==> config.mk <==
export PLATFORM = sky130hd
export DESIGN_NAME = button_double_click_detector_unit
export DESIGN_NICKNAME = d
export VERILOG_FILES = /design/src/sv/bdc_pkg.sv /design/src/sv/bdc_ram.sv /design/src/sv/bdc_step.sv /design/src/sv/button_double_click_detector_unit.sv
export SDC_FILE = /design/constraint.sdc
export NUM_CORES = 1
export LEC_CHECK = 0
export BUFFER_PORTS_ARGS = -buffer_cell sky130_fd_sc_hd__buf_4
export CAP_MARGIN = 20
export CORE_MARGIN = 5
export CORE_UTILIZATION = 57
export CTS_CLUSTER_SIZE = 12
export DETAILED_ROUTE_END_ITERATION = 10
export HOLD_SLACK_MARGIN = 0.12
export PLACE_DENSITY_LB_ADDON = 0.05
export SLEW_MARGIN = 20
export SYNTH_ARGS = -nofsm -noshare
export SYNTH_HDL_FRONTEND = slang
export SYNTH_HIERARCHICAL = 1
export SYNTH_SLANG_ARGS = --single-unit
==> constraint.sdc <==
create_clock -name clock -period 15.7 [get_ports clock]
set_input_delay 2.355 -clock clock [delete_from_list [all_inputs] [get_ports clock]]
set_output_delay 2.355 -clock clock [all_outputs]
set_load 0.02 [all_outputs]
==> src/sv/bdc_pkg.sv <==
// ----------------------------------------------------------------------------
// bdc_pkg
// Types, register codes and reset values shared by the double-click detector.
// ----------------------------------------------------------------------------
package bdc_pkg;

   localparam int DEFAULT_NUM_SLOTS = 4;
   localparam int SLOT_W            = 2;
   localparam int STAMP_W           = 32;
   localparam int GAP_W             = 16;
   localparam int CSR_INDEX_W       = 4;
   localparam int CSR_DATA_W        = GAP_W;

   localparam logic [CSR_INDEX_W-1:0] CSR_ACTIVE_LEVEL     = 4'd0;
   localparam logic [CSR_INDEX_W-1:0] CSR_FIRST_PRESS_GAP  = 4'd1;
   localparam logic [CSR_INDEX_W-1:0] CSR_SECOND_PRESS_GAP = 4'd2;
   localparam logic [CSR_INDEX_W-1:0] CSR_SEQUENCE_TIMEOUT = 4'd3;

   localparam logic             RESET_ACTIVE_LEVEL     = 1'b0;
   localparam logic [GAP_W-1:0] RESET_FIRST_PRESS_GAP  = 16'd50;
   localparam logic [GAP_W-1:0] RESET_SECOND_PRESS_GAP = 16'd50;
   localparam logic [GAP_W-1:0] RESET_SEQUENCE_TIMEOUT = 16'd500;

   typedef enum logic [1:0] {
      PHASE_IDLE   = 2'd0,
      PHASE_FIRST  = 2'd1,
      PHASE_WAIT   = 2'd2,
      PHASE_SECOND = 2'd3
   } phase_type;

   typedef struct packed {
      phase_type          phase;
      logic [STAMP_W-1:0] stamp;
   } slot_entry_type;

   typedef struct packed {
      logic             active_level;
      logic [GAP_W-1:0] first_press_gap;
      logic [GAP_W-1:0] second_press_gap;
      logic [GAP_W-1:0] sequence_timeout;
   } cfg_type;

endpackage

==> src/sv/bdc_ram.sv <==
// ----------------------------------------------------------------------------
// bdc_ram
// Generic single-port-write, single-port-read RAM with a registered read.
// ----------------------------------------------------------------------------
module bdc_ram #(
   parameter int WIDTH  = 8,
   parameter int DEPTH  = 4,
   parameter int ADDR_W = (DEPTH > 1) ? $clog2(DEPTH) : 1
) (
   input  logic              clock,
   input  logic              wr_en,
   input  logic [ADDR_W-1:0] wr_addr,
   input  logic [WIDTH-1:0]  wr_data,
   input  logic              rd_en,
   input  logic [ADDR_W-1:0] rd_addr,
   output logic [WIDTH-1:0]  rd_data
);

   logic [WIDTH-1:0] mem_ff [DEPTH];
   logic [WIDTH-1:0] rd_data_ff;

   always_ff @(posedge clock) begin
      if (wr_en) begin
         mem_ff[wr_addr] <= wr_data;
      end
      if (rd_en) begin
         rd_data_ff <= mem_ff[rd_addr];
      end
   end

   assign rd_data = rd_data_ff;

endmodule

==> src/sv/bdc_step.sv <==
// ----------------------------------------------------------------------------
// bdc_step
// Next-state logic for one slot: timeout, then the four-phase click sequence.
// ----------------------------------------------------------------------------
module bdc_step import bdc_pkg::*; (
   input  cfg_type             cfg,
   input  slot_entry_type      cur,
   input  logic [STAMP_W-1:0]  now_ms,
   input  logic                pin_level,
   output slot_entry_type      nxt,
   output logic                hit
);

   logic               pressed;
   logic [STAMP_W-1:0] elapsed;
   logic               timed_out;
   logic [STAMP_W-1:0] elapsed_eff;
   slot_entry_type     base;

   always_comb begin
      pressed     = (pin_level == cfg.active_level);
      elapsed     = now_ms - cur.stamp;
      timed_out   = (cur.phase != PHASE_IDLE) &&
                    (elapsed >= {{(STAMP_W-GAP_W){1'b0}}, cfg.sequence_timeout});
      base        = cur;
      elapsed_eff = elapsed;
      if (timed_out) begin
         base.phase  = PHASE_IDLE;
         base.stamp  = now_ms;
         elapsed_eff = '0;
      end

      nxt = base;
      hit = 1'b0;
      unique case (base.phase)
         PHASE_IDLE: begin
            if (pressed &&
                elapsed_eff >= {{(STAMP_W-GAP_W){1'b0}}, cfg.first_press_gap}) begin
               nxt.phase = PHASE_FIRST;
               nxt.stamp = now_ms;
            end
         end
         PHASE_FIRST: begin
            if (!pressed) begin
               nxt.phase = PHASE_WAIT;
            end
         end
         PHASE_WAIT: begin
            if (pressed &&
                elapsed_eff >= {{(STAMP_W-GAP_W){1'b0}}, cfg.second_press_gap}) begin
               nxt.phase = PHASE_SECOND;
               nxt.stamp = now_ms;
               hit       = 1'b1;
            end
         end
         PHASE_SECOND: begin
            if (!pressed) begin
               nxt.phase = PHASE_IDLE;
            end
         end
         default: begin
            nxt.phase = PHASE_IDLE;
         end
      endcase
   end

endmodule

==> src/sv/button_double_click_detector_unit.sv <==
// ----------------------------------------------------------------------------
// button_double_click_detector_unit
// Polled double-click detector for several independent buttons.
// ----------------------------------------------------------------------------
// One poll word is accepted each clock cycle unless a stalled response holds
// the update stage; each poll yields one response word. The slot entry is
// read from the state RAM in the accept cycle and written back updated when
// that stage advances; the previous write is forwarded so that polls of one
// slot back to back see fresh state. The output register lets a new poll
// enter while a response waits. Per-slot valid flags make every slot read
// as idle with a zero stamp after reset, so no clearing pass is needed.
module button_double_click_detector_unit import bdc_pkg::*; #(
   parameter int NUM_SLOTS = DEFAULT_NUM_SLOTS
) (
   input  logic                   clock,
   input  logic                   reset,
   input  logic                   req_valid,
   output logic                   req_ready,
   input  logic [SLOT_W-1:0]      req_slot,
   input  logic [STAMP_W-1:0]     req_now_ms,
   input  logic                   req_pin_level,
   output logic                   rsp_valid,
   input  logic                   rsp_ready,
   output logic                   rsp_double_click,
   input  logic                   csr_wr_en,
   input  logic [CSR_INDEX_W-1:0] csr_index,
   input  logic [CSR_DATA_W-1:0]  csr_wdata
);

   localparam int ADDR_W     = (NUM_SLOTS > 1) ? $clog2(NUM_SLOTS) : 1;
   localparam int SLOT_EXT_W = 8;
   localparam int ENTRY_W    = $bits(slot_entry_type);

   cfg_type cfg_ff;

   logic                 s1_valid_ff;
   logic [SLOT_W-1:0]    s1_slot_ff;
   logic [STAMP_W-1:0]   s1_now_ff;
   logic                 s1_pin_ff;

   logic                 fwd_valid_ff;
   logic [ADDR_W-1:0]    fwd_addr_ff;
   slot_entry_type       fwd_data_ff;
   logic [NUM_SLOTS-1:0] valid_ff;

   logic                 rsp_valid_ff;
   logic                 rsp_hit_ff;
   logic                 rsp_valid_in;

   logic                 req_accept;
   logic                 s1_advance;
   logic [SLOT_EXT_W-1:0] req_slot_ext;
   logic [SLOT_EXT_W-1:0] s1_slot_ext;
   logic [ADDR_W-1:0]    req_addr;
   logic [ADDR_W-1:0]    s1_addr;
   logic                 s1_in_range;
   logic [ENTRY_W-1:0]   ram_rd_data;
   logic                 ram_wr_en;
   slot_entry_type       s1_cur;
   slot_entry_type       step_nxt;
   logic                 step_hit;

   assign req_slot_ext = {{(SLOT_EXT_W-SLOT_W){1'b0}}, req_slot};
   assign s1_slot_ext  = {{(SLOT_EXT_W-SLOT_W){1'b0}}, s1_slot_ff};
   assign req_addr     = req_slot_ext[ADDR_W-1:0];
   assign s1_addr      = s1_slot_ext[ADDR_W-1:0];
   assign s1_in_range  = s1_slot_ext < SLOT_EXT_W'(NUM_SLOTS);

   assign s1_advance = s1_valid_ff && (!rsp_valid_ff || rsp_ready);
   assign req_ready  = !s1_valid_ff || s1_advance;
   assign req_accept = req_valid && req_ready;
   assign ram_wr_en  = s1_advance && s1_in_range;

   always_comb begin
      s1_cur = '0;
      if (fwd_valid_ff && (fwd_addr_ff == s1_addr)) begin
         s1_cur = fwd_data_ff;
      end else if (s1_in_range && valid_ff[s1_addr]) begin
         s1_cur = slot_entry_type'(ram_rd_data);
      end
   end

   bdc_ram #(
      .WIDTH (ENTRY_W),
      .DEPTH (NUM_SLOTS)
   ) u_state_ram (
      .clock   (clock),
      .wr_en   (ram_wr_en),
      .wr_addr (s1_addr),
      .wr_data (step_nxt),
      .rd_en   (req_accept),
      .rd_addr (req_addr),
      .rd_data (ram_rd_data)
   );

   bdc_step u_step (
      .cfg       (cfg_ff),
      .cur       (s1_cur),
      .now_ms    (s1_now_ff),
      .pin_level (s1_pin_ff),
      .nxt       (step_nxt),
      .hit       (step_hit)
   );

   always_comb begin
      rsp_valid_in = rsp_valid_ff;
      if (s1_advance) begin
         rsp_valid_in = 1'b1;
      end else if (rsp_ready) begin
         rsp_valid_in = 1'b0;
      end
   end

   always_ff @(posedge clock) begin
      if (reset) begin
         cfg_ff.active_level     <= RESET_ACTIVE_LEVEL;
         cfg_ff.first_press_gap  <= RESET_FIRST_PRESS_GAP;
         cfg_ff.second_press_gap <= RESET_SECOND_PRESS_GAP;
         cfg_ff.sequence_timeout <= RESET_SEQUENCE_TIMEOUT;
      end else if (csr_wr_en) begin
         unique case (csr_index)
            CSR_ACTIVE_LEVEL:     cfg_ff.active_level     <= csr_wdata[0];
            CSR_FIRST_PRESS_GAP:  cfg_ff.first_press_gap  <= csr_wdata;
            CSR_SECOND_PRESS_GAP: cfg_ff.second_press_gap <= csr_wdata;
            CSR_SEQUENCE_TIMEOUT: cfg_ff.sequence_timeout <= csr_wdata;
            default: begin
            end
         endcase
      end
   end

   always_ff @(posedge clock) begin
      if (reset) begin
         s1_valid_ff  <= 1'b0;
         fwd_valid_ff <= 1'b0;
         valid_ff     <= '0;
         rsp_valid_ff <= 1'b0;
      end else begin
         if (req_accept) begin
            s1_valid_ff <= 1'b1;
         end else if (s1_advance) begin
            s1_valid_ff <= 1'b0;
         end
         if (ram_wr_en) begin
            fwd_valid_ff      <= 1'b1;
            valid_ff[s1_addr] <= 1'b1;
         end
         rsp_valid_ff <= rsp_valid_in;
      end
   end

   always_ff @(posedge clock) begin
      if (req_accept) begin
         s1_slot_ff <= req_slot;
         s1_now_ff  <= req_now_ms;
         s1_pin_ff  <= req_pin_level;
      end
      if (ram_wr_en) begin
         fwd_addr_ff <= s1_addr;
         fwd_data_ff <= step_nxt;
      end
      if (s1_advance) begin
         rsp_hit_ff <= step_hit && s1_in_range;
      end
   end

   assign rsp_valid        = rsp_valid_ff;
   assign rsp_double_click = rsp_hit_ff;

   a_accept_fills_stage: assert property (
      @(posedge clock) disable iff (reset) req_accept |=> s1_valid_ff
   ) else $error("Accepted poll did not reach the update stage.");

   a_stalled_stage_holds: assert property (
      @(posedge clock) disable iff (reset)
      (s1_valid_ff && !s1_advance) |=>
         (s1_valid_ff && $stable(s1_slot_ff) && $stable(s1_now_ff))
   ) else $error("Update stage changed while stalled.");

   a_hit_from_wait: assert property (
      @(posedge clock) disable iff (reset)
      (s1_advance && step_hit && s1_in_range) |-> (s1_cur.phase == PHASE_WAIT)
   ) else $error("Double click reported from a phase other than waiting.");

   a_forward_tracks_write: assert property (
      @(posedge clock) disable iff (reset)
      ram_wr_en |=> (fwd_valid_ff && (fwd_addr_ff == $past(s1_addr)))
   ) else $error("Forward register does not hold the last write.");

endmodule

==> results, run 1 <==
- The flow ran to the end, and the final reports show no timing, DRC or antenna violations.
- The maximum clock frequency is 107.0 MHz.
- After detailed routing, the total wire length is 36760 um.
- The post-synthesis cell type count is 89.
- Setup violations remaining at the end of the flow were counted as 0.
- For the worst-skew pair, the clock arrives at the later sink with an insertion delay of 0.57 ns.
- The count of final max-slew check failures came to 0.
- In this run, synthesis produced a sequential element count of between 200 and 300.
- The effective utilization at floorplan is 58.08%.
- The slowest cell on the critical path is sky130_fd_sc_hd__mux4_2.
- By area the synthesized netlist is led by sky130_fd_sc_hd__edfxtp_1 46%, sky130_fd_sc_hd__dfxtp_1 7.1%, sky130_fd_sc_hd__ha_1 6.1%.
- The number of vias in the routed layout is around 10000.
- Dividing the detail-routed wire length by the instance count gives 21.30 um.
- The gate count after technology mapping is 1294.
- The die boundary width is 176.2 um.
- The layout net count is 1472.
- The DRC violation count after routing is 0.
- Post-CTS timing repair inserted 0 buffers for setup.
- At the worst endpoint, the arrival time is 9.73 ns.
- Of the synthesized area, sequential elements account for 53.29%.
- The biggest area contributor in the post-synthesis netlist is sky130_fd_sc_hd__edfxtp_1.
- The setup path with the least slack is of type register to register.
- The final-report hold violation count was 0.
- After synthesis the cells add up to 15740 um2.
- The first-pass GRT wire length is 57750 um.
- The total I/O pin count is 63.
- The total grt overflow is 0.
- The repair_antennas step left the layout with diodes totalling 0.
- The worst setup path is launched from a register.
- Detailed placement ended at an HPWL of 23940 um.
- Clock tree synthesis selected as its root buffer the cell sky130_fd_sc_hd__clkbuf_16.
- The number of antenna violations at the first check in global routing is 0.
- At the pin with the least slew margin, the transition time is 1.157 ns.
- After synthesis, the most frequently instantiated cells are 242 x sky130_fd_sc_hd__edfxtp_1, 124 x sky130_fd_sc_hd__inv_1, 106 x sky130_fd_sc_hd__nand2_1.
- The number of global-route vias before repair is 10240.
- After synthesis, the mean cell area works out to ~12 um2.
- The core region is ~27000 um2.
- The hold slack is 0.4728 ns.
- Yosys mapped a number of flops with a built-in enable equal to about 240.
- The row count is 60.
- The maximum clock path buffer count is 3.
- The dominant cell by count in the synthesized netlist is sky130_fd_sc_hd__edfxtp_1.
- Setup repair after global routing left no endpoint under its margin.
- Data on the critical path is required at its endpoint by 16.09 ns.
- In this run the tool buffered the top-level ports with 62 buffer cells.
- The die height is 176.2 um.
- The ratio of total power to cell area is 106.9 nW/um2.
- The die outline area is between 30000 and 40000 um2.
- The part of the cycle the worst path needs is 59.51%.
- The global placer's final weighted congestion is 0.9432.
- The number of buffers added to fix hold violations after cts is 0.
- Clock-pin slew was measured on the worst setup and hold paths at 0.06 ns.
- The analysis attributes to cell leakage a power of around 6.5 nW.
- The detailed router finished its first iteration with 1063 violations.
- The total CTS buffers is 31.
- Before antenna repair, the detailed router went through 7 iterations.
- For this run, the number of Yosys warnings is 6.
- The launch point of the worst path is s1_addr[0]$_DFFE_PP_.
- The TritonCTS sink count is 298.
- The largest fanout of any net on the critical path is 34.
- The layout overhead on the synthesized area is 9.482%.
- The count of instances resized after the clock tree is built is 0.
- The async set-or-reset flop fraction in the synthesized netlist is 0%.
- The via-per-instance ratio is 6.014.
- Across the routed clock network, the largest skew measured is 0.01616 ns.
- The number of fillers in the final layout is 2122.
- The proportion of netlist area held by the largest area contributor is 46.16%.
- In this run the worst hold path is classified as register to register.
- The headroom to the max-slew limit is between 20% and 30%.
- TritonCTS built the clock tree.
- The worst hold path begins at cfg_ff[33]$_SDFFE_PP1P_.
- Counting tap cells, the placed design contains a total of ~1700 instances.
- The number of max-cap violations is 0.
- The source of the worst register-to-register timing path is s1_addr[0]$_DFFE_PP_.
- The post-route netlist has 15.44% of its cells at a drive strength greater than 1.
- The final period demand of the worst path is 9.343 ns.
- The delay of the slowest critical-path stage is 1.00 ns.
- The dominant synthesized flop cell is sky130_fd_sc_hd__edfxtp_1.
- VDD sags by at most 0.08994 mV.
- Global routing consumed, over all layers together, a little under a quarter of the routing resources.
- The non-filler instance count after layout is roughly 1700.
- Summed over all failing endpoints, the final setup total negative slack is 0 ns.
- The maximum number of pins on one net before global-route repair is 78.
- CTS built an H-tree with a depth of 1.
- The synthesized net count is 1432.
- The post-route antenna net violation count is 0.
- STA classifies the critical path endpoint as a register.
worst max-delay path: cells and delay by family, from the launching register on:
family	cells	cell delay [ns]
simple gates	11	2.38
compound gates	15	3.65
fa+ha+maj	3	0.76
buf+inv	2	0.52
mux	2	1.30
flops	1	0.55
worst paths after layout:
check                                                     endpoint  slack (ns)  cells after the start
worst max-delay path            u_state_ram/mem_ff[1][9]$_DFFE_PP_        6.36                     33
worst min-delay path                       cfg_ff[33]$_SDFFE_PP1P_        0.47                      1
worst max register to register  u_state_ram/mem_ff[1][9]$_DFFE_PP_        6.36                     33
worst min register to register             cfg_ff[33]$_SDFFE_PP1P_        0.47                      1
flip-flops by register name (all words and copies together) (netlist names):
| signal | flops |
|---|---|
| u_state_ram/rd_data | 34 |
| s1_pin_ff | 1 |
| u_state_ram/mem_ff | 136 |
| cfg_ff | 49 |
| fwd_valid_ff | 1 |
| fwd_addr_ff | 2 |
| rsp_double_click | 1 |
| fwd_data_ff | 34 |
| s1_addr | 2 |
| valid_ff | 4 |
| s1_valid_ff | 1 |
| s1_now_ff | 32 |
| rsp_valid | 1 |
report_power, final:
part	internal [mW]	total, mW	switching [mW]
Combinational	0.109	0.288	0.178
Clock	0.359	0.645	0.286
Sequential	0.895	0.909	0.0144
Total	1.36	1.84	0.479
per-stage QoR:
step	power [mW]	cell area [um2]	util [%]	worst slack (ns)
finish	1.842	17230	63.59	6.357
global route	1.926	17230	63.59	5.697
CTS	1.854	17230	63.59	6.433
detailed placement	1.210	16370	60.40	6.468
global placement	1.204	16370	60.40	6.731
floorplan	1.130	15740	-	8.206
logic make-up (layout without fill, tap and decap cells):
kind of cell / Yosys count / in the layout / synth area share, %
multiplexers: 102 / 102 / 9.363
XOR/XNOR: 23 / 23 / 1.280
flip-flops: 298 / 298 / 53.29
AND/OR/NAND/NOR: 319 / 319 / 10.36
AO/OA/AOI/OAI: 286 / 286 / 13.93
adder cells (fa/ha/maj): 78 / 78 / 6.247
buffers and inverters: 188 / 248 / 5.532
cells in the final DEF, fill, tap and decap left out, types with 9 or more instances in the layout:
cell / netlist / layout
sky130_fd_sc_hd__nor3_1: 9 / 9
sky130_fd_sc_hd__clkbuf_1: 23 / 11
sky130_fd_sc_hd__a21o_1: 21 / 21
sky130_fd_sc_hd__nand3_1: 22 / 21
sky130_fd_sc_hd__nor2_1: 51 / 51
sky130_fd_sc_hd__mux2i_1: 67 / 67
sky130_fd_sc_hd__edfxtp_1: 242 / 242
sky130_fd_sc_hd__nand4_1: 21 / 21
sky130_fd_sc_hd__inv_1: 124 / 124
sky130_fd_sc_hd__mux4_2: 31 / 31
sky130_fd_sc_hd__a22oi_1: 31 / 31
sky130_fd_sc_hd__clkbuf_16: 0 / 31
sky130_fd_sc_hd__nor2b_1: 14 / 14
sky130_fd_sc_hd__o21ai_0: 40 / 40
sky130_fd_sc_hd__o221ai_2: 29 / 29
sky130_fd_sc_hd__o211ai_1: 9 / 9
sky130_fd_sc_hd__ha_1: 77 / 77
sky130_fd_sc_hd__xnor2_1: 14 / 14
sky130_fd_sc_hd__xor2_1: 9 / 9
sky130_fd_sc_hd__nand2b_1: 45 / 45
sky130_fd_sc_hd__buf_4: 9 / 71
sky130_fd_sc_hd__nand2_1: 106 / 105
sky130_fd_sc_hd__a21oi_1: 68 / 68
sky130_fd_sc_hd__dfxtp_1: 56 / 56
routing by layer:
metal | GRT usage (%) | share of wire (%) | wire length [um] | up-vias
met3 | 2.848 | 6.3 | 2331 | 47
met5 | 0 | 0 | 0 | -
met1 | 34.21 | 45 | 16500 | 5052
li1 | - | - | - | 4931
met4 | 5.133 | 1.8 | 676 | 0
met2 | 38.76 | 47 | 17260 | 350
final cells by class:
cell class / instances / area [um2] / area share, %
clock inverter: 11 / 47.55 / 0.2759
inverter: 124 / 465.4 / 2.701
multi-input combinational: 808 / 6518 / 37.82
clock buffer: 42 / 817.0 / 4.741
timing repair buffer: 71 / 533.0 / 3.093
tap: 372 / 465.4 / 2.701
sequential: 298 / 8388 / 48.67
Power figures use the tool's default switching activity.
==> inputs of run 2 (changes only) <==
==> constraint.sdc (replaced) <==
create_clock -name clock -period 9.45 [get_ports clock]
set_input_delay 1.4175 -clock clock [delete_from_list [all_inputs] [get_ports clock]]
set_output_delay 1.4175 -clock clock [all_outputs]
set_load 0.02 [all_outputs]
==> run 2 against run 1 <==
Cell count rose by 0.29%. Die area did not move. Largest cell class unchanged. Highest routed layer unchanged. Non-clock buffer count rose by 6. Clock skew barely moved. Via count rose by 0.89%. Critical path type unchanged. Core utilization rose by 0.45 points. Largest power group unchanged.
==> results, run 2 (synthesized netlist as in run 1, its figures left out) <==
- The CTS H-tree depth is 1.
- The number of global-route vias before repair is 10470.
- The worst setup path is of the register to register kind.
- The row count is 60.
- The number of max-cap violations is 0.
- The via-per-instance ratio is approximately 6.0.
- The largest fanout of any net on the critical path is 32.
- In this run the vertical extent of the chip is 176.2 um.
- Setup repair after global routing left no endpoint under its margin.
- The total CTS buffers is 31.
- The maximum clock path buffer count is 3.
- The critical path data required time is 9.71 ns.
- The HPWL after detailed placement is 25910 um.
- The number of vias in the routed layout is ~10000.
- After layout, the minimum clock period comes to just under 9 ns.
- Global routing used a little over a third of the available met1 tracks.
- On the critical path, the stage with the largest delay is an instance of sky130_fd_sc_hd__mux4_2.
- The violation count after the first detailed-route iteration is approximately 960.
- Across every metal layer, demand over resource in global routing totals 24.31%.
- For this design the static power due to leakage is 6.507 nW.
- Once the floorplan was initialized, standard cells occupied between 50% and 60% of the core.
- The maximum number of pins on one net before global-route repair is between 70 and 80.
- The library cell used most frequently in the layout, excluding fill and tap cells, is sky130_fd_sc_hd__edfxtp_1.
- After global routing the overflow that remains totals 0.
- The top cell types in the final layout, fill and taps aside, are 242 x sky130_fd_sc_hd__edfxtp_1, 124 x sky130_fd_sc_hd__inv_1, 105 x sky130_fd_sc_hd__nand2_1.
- Total power for the finished layout comes to a little over 3 mW.
- The global placer's final weighted congestion is 1.010.
- The first detailed-routing pass ran for 5 iterations.
- The post-route antenna net violation count is 0.
- CTS placed an instance of sky130_fd_sc_hd__clkbuf_16 at the clock tree root.
- The core region is 27100 um2.
- Timing would allow up to 112.5 MHz.
- The run finished with clean final reports.
- TritonCTS built the clock tree.
- The worst setup skew after layout is 0.01627 ns.
- The startpoint identified for the worst register-to-register timing path is s1_addr[0]$_DFFE_PP_.
- The count of final max-slew check failures was 0.
- The capturing element type of the critical path is a register.
- The launch point of the worst path is s1_addr[0]$_DFFE_PP_.
- The share of cells above drive strength 1 is between 10% and 20%.
- The total detailed-routing wirelength is approximately 38000 um.
- For the worst-skew pair, the clock arrives at the later sink with an insertion delay of roughly 0.57 ns.
- The number of antenna violations at the first check in global routing was 0.
- The peak-usage layer in the global routing report is met2.
- More flip-flops sit in one register than any other, and that register is u_state_ram/mem_ff.
- The worst setup path is launched from a register.
- After clock tree synthesis, the clock-pin slew on the worst setup and hold paths is 0.06 ns.
- The layout overhead on the synthesized area is 10.26%.
- The part of the cycle the worst path needs is 94.06%.
- The class of the tightest hold or removal check is register to register.
- The final-report hold violation count was 0.
- The delay of the slowest critical-path stage is 0.65 ns.
- The headroom to the max-slew limit is 45.25%.
- The startpoint identified for the worst hold timing path is cfg_ff[37]$_SDFFE_PP1P_.
- The tree built by TritonCTS fans out to 298 sinks.
- During placement, the flow inserted port buffers numbering 62.
- 63 I/O pins were placed.
- In this design, the critical path's most frequently occurring cell is sky130_fd_sc_hd__a21oi_1.
- 0 antenna diodes ended up in the layout.
- The number of setup violations in the final report is 0.
- The die covers 31040 um2.
- Measured along the x axis, the die boundary spans 176.2 um.
- For this design the ratio of total power to cell area is 179.3 nW/um2.
- The count of buffers added by post-CTS timing repair for setup is 0.
- The register with the most flip-flops in the layout has 136 of them.
- The routed wirelength normalized by instance count is 21.90 um.
- The largest registers in the layout are u_state_ram/mem_ff (136), cfg_ff (49).
- The routing usage on met2 is 39.57%.
- The worst ir drop on vdd is between 0.15 and 0.2 mV.
- For the final routed database, the setup TNS stands at 0 ns.
- For the pin with the worst max-slew slack, the measured transition is 0.8177 ns.
- The DRC violation count after routing is 0.
- The layout net count is 1478.
- The met3 global-route usage is 3.555%.
- The first global-routing pass estimated 59330 um of wire.
- For the worst setup path, the data arrival time is 9.15 ns.
## run 2: worst paths after layout
| path | end | slack [ns] | depth (start not counted) |
|---|---|---|---|
| max reg2reg | u_state_ram/mem_ff[2][15]$_DFFE_PP_ | 0.56 | 33 |
| min reg2reg | cfg_ff[37]$_SDFFE_PP1P_ | 0.46 | 1 |
| max | u_state_ram/mem_ff[2][15]$_DFFE_PP_ | 0.56 | 33 |
| min | cfg_ff[37]$_SDFFE_PP1P_ | 0.46 | 1 |
## run 2: what timing repair did
action / 4_1_cts / 5_1_grt
gates resized for setup: 0 / 5
setup endpoints to repair: 0 / 160
hold buffers: 0 / 0
## run 2: metrics by stage
step,cells,instance area (um2),util (%),setup slack [ns],hold slack [ns]
after floorplan,1294,15740,-,1.956,0.4348
final,1731,17360,64.04,0.5616,0.4623
after CTS,1731,17330,63.96,0.3966,0.4678
after global routing,1731,17360,64.04,0.05372,0.4843
after global placement,1679,16410,60.56,0.8139,0.4516
after detailed placement,1679,16410,60.56,0.4505,0.4534
## run 2: power by group
| group | total (mW) | switching [mW] | internal, mW | leakage, nW |
|---|---|---|---|---|
| clock | 1.12 | 0.482 | 0.633 | 0.451 |
| combinational | 0.486 | 0.302 | 0.184 | 3.32 |
| sequential | 1.51 | 0.0248 | 1.49 | 2.74 |
## run 2: cell type report
class | instances | area [um2]
Clock buffer | 44 | 865.8
Clock inverter | 8 | 55.05
Fill cell | 2080 | 9744
Inverter | 124 | 465.4
Multi-Input combinational cell | 808 | 6539
Sequential cell | 298 | 8388
Tap cell | 372 | 465.4
Timing Repair Buffer | 77 | 578.1
## run 2: worst max-delay path: cells and delay by family, from the launching register on
kind	cells	cell delay (ns)
simple gates	9	1.72
compound gates	18	4.39
flops	1	0.54
buf+inv	1	0.08
mux	2	0.96
fa+ha+maj	3	0.83
## run 2: layer usage
layer  up-vias  routed length [um]
met5         -                   0
met4         0                 966
met3        65                2104
met2       312               17490
met1      5146               17340
li1       4949                   -
==> inputs of run 3 (changes only) <==
==> constraint.sdc (replaced) <==
create_clock -name clock -period 10.6 [get_ports clock]
set_input_delay 1.59 -clock clock [delete_from_list [all_inputs] [get_ports clock]]
set_output_delay 1.59 -clock clock [all_outputs]
set_load 0.02 [all_outputs]
==> run 3 against run 2 <==
Worst hold slack improved by 0.0080 ns. Design area about the same. Critical path depth decreased by 1. Fmax decreased by 4.1%. Power decreased by 10%. Via count increased by 0.11%. Core utilization increased by 0.055 points.
==> results, run 3 (synthesized netlist as in run 1, its figures left out) <==
- The run finished with clean final reports.
- The total detailed-routing wirelength is around 38000 um.
- Setup repair after global routing left no endpoint under its margin.
- The via-per-instance ratio is approximately 6.1.
- u_state_ram/mem_ff holds more flip-flops than any other register.
- The source of the worst register-to-register timing path is s1_addr[0]$_DFFE_PP_.
- The most numerous cell on the critical path is sky130_fd_sc_hd__a21oi_1.
- For this design the top-level I/O count stands at between 60 and 70.
- At the end of the flow, the number of nets in the layout was 1476.
- In this run the tool buffered the top-level ports with 62 buffer cells.
- Setup slack on the worst reg-to-reg path comes out at 1.33 ns.
- The number of vias in the routed layout is approximately 10000.
- The count of final max-slew check failures came to 0.
- STA classifies the critical path startpoint as a register.
- In the final layout, the registers with the most flip-flops are u_state_ram/mem_ff (136), cfg_ff (49).
- For this run the aggregate overflow at the end of global routing stands at 0.
- The number of antenna violations at the first check in global routing is 0.
- The final-report hold violation count is 0.
- Post-CTS timing repair inserted 0 buffers for setup.
- The number of fillers in the final layout is between 2000 and 2500.
- The ratio of total power to cell area is 160.5 nW/um2.
- The effective utilization at floorplan is 58.08%.
- The clock latency on the worst-skew pair is 0.57 ns.
- In this run the horizontal extent of the chip is about 180 um.
- The first-pass GRT wire length is 59030 um.
- The register with the most flip-flops in the layout has between 100 and 150 of them.
- After routing, the total negative slack on setup checks comes to 0 ns.
- The clock edge transition at the registers on the reported setup and hold paths is 0.06 ns.
- Across the VDD grid, the largest voltage drop is 0.1186 mV.
- Entering global routing, the biggest net connects 78 pins.
- The top cell types in the final layout, fill and taps aside, are 242 x sky130_fd_sc_hd__edfxtp_1, 124 x sky130_fd_sc_hd__inv_1, 105 x sky130_fd_sc_hd__nand2_1.
- STA classifies the critical path endpoint as a register.
- The length of the first detailed-routing pass in iterations is 6.
- The slowest cell on the critical path is sky130_fd_sc_hd__nand3_2.
- The class of the tightest hold or removal check is register to register.
- The worst setup path is of the register to register kind.
- For the pin with the worst max-slew slack, the measured transition is 1.167 ns.
- The worst setup skew after layout is 0.009984 ns.
- The root buffer cell is sky130_fd_sc_hd__clkbuf_16.
- The repair_antennas step left the layout with diodes totalling 0.
- For this run, the slowest stage of the critical path takes 0.63 ns.
- The final worst setup slack is 1.330 ns.
- Tracing the worst setup path back leads to its startpoint at s1_addr[0]$_DFFE_PP_.
- Summed over all cells, the static leakage comes to 6.524 nW.
- In this run the vertical extent of the chip is 176.2 um.
- The DRC violation count after routing is 0.
- The row count is 60.
- Once the clock tree was built, the resizer swapped 0 gates to a different size.
- The maximum clock frequency is roughly 110 MHz.
- STA puts the critical path data required time at 10.89 ns.
- The total CTS buffers is 31.
- Dividing the detail-routed wire length by the instance count gives 21.75 um.
- Of all nets on the critical path, the largest fanout is 32.
- The headroom to the max-slew limit is 22.19%.
- The HPWL after detailed placement is 24750 um.
- The clock tree from TritonCTS is yes.
- The post-route antenna net violation count is 0.
- The number of global-route vias before repair is ~11000.
- The critical hold path startpoint is cfg_ff[33]$_SDFFE_PP1P_.
- The layout overhead on the synthesized area is 10.36%.
- The floorplan core area is 27100 um2.
- No sink is reached through more buffers than the 3 on the longest clock path.
- The global placer's final weighted congestion is 0.9310.
- The violation count after the first detailed-route iteration is 981.
- The die outline area is 31040 um2.
- After clock tree synthesis, the flow added hold-fix buffers numbering 0.
- Across every metal layer, demand over resource in global routing totals 24.13%.
- The most common cell after layout, fill and taps aside is sky130_fd_sc_hd__edfxtp_1.
- The share of cells above drive strength 1 is 16.03%.
- Max-cap violations in this run came to 0.
- CTS built an H-tree with a depth of 1.
- The final period demand of the worst path is 9.270 ns.
- Setup violations remaining at the end of the flow were counted as 0.
- The post-placement setup slack is ~1.6 ns.
- The part of the cycle the worst path needs is 87.45%.
- At the worst endpoint, the arrival time is 9.56 ns.
- The clock drives between 200 and 300 sinks.
## run 3: area by class of cell
class / instances / area [um2] / area share, %
multi-input cells: 808 / 6518 / 37.52
clock buffers: 46 / 884.6 / 5.092
clock inverters: 9 / 55.05 / 0.3169
flip-flops and latches: 298 / 8388 / 48.29
inverters: 124 / 465.4 / 2.679
repair buffers: 75 / 595.6 / 3.428
well taps: 372 / 465.4 / 2.679
## run 3: worst paths after layout
path,end,depth (start not counted)
worst max-delay path,u_state_ram/mem_ff[3][3]$_DFFE_PP_,32
worst min-delay path,cfg_ff[33]$_SDFFE_PP1P_,1
worst max register to register,u_state_ram/mem_ff[3][3]$_DFFE_PP_,32
worst min register to register,cfg_ff[33]$_SDFFE_PP1P_,1
## run 3: routing by layer
layer | share of wire [%] | track usage, % | routed length [um]
met1 | 44 | 34.40 | 16740
met2 | 47 | 39.38 | 17590
met3 | 5.8 | 2.955 | 2200
met4 | 3.0 | 6.888 | 1128
met5 | 0 | 0 | 0
## run 3: metrics by stage
stage | instances | power [mW] | hold WS, ns | area, um2 | utilization [%]
after floorplan | 1294 | 1.673 | 0.4348 | 15740 | -
after global placement | 1675 | 1.787 | 0.4467 | 16380 | 60.46
after detailed placement | 1676 | 1.798 | 0.4591 | 16410 | 60.56
after CTS | 1731 | 2.807 | 0.4762 | 17350 | 64.03
after global routing | 1732 | 2.906 | 0.4979 | 17370 | 64.10
final | 1732 | 2.788 | 0.4702 | 17370 | 64.10
## run 3: worst max-delay path, delay by kind of cell, from the launching register on
| family | cells | cell delay [ns] |
|---|---|---|
| flip-flops | 1 | 0.53 |
| multiplexers | 1 | 0.53 |
| AO/OA/AOI/OAI | 15 | 3.41 |
| XOR/XNOR | 1 | 0.24 |
| AND/OR/NAND/NOR | 11 | 3.31 |
| buffers and inverters | 1 | 0.09 |
| adder cells (fa/ha/maj) | 3 | 0.83 |
## run 3: where the power goes
part / internal [mW] / leakage (nW) / switching [mW] / total (mW)
Combinational: 0.165 / 3.32 / 0.269 / 0.435
Sequential: 1.32 / 2.74 / 0.0215 / 1.35
Clock: 0.574 / 0.464 / 0.433 / 1.01
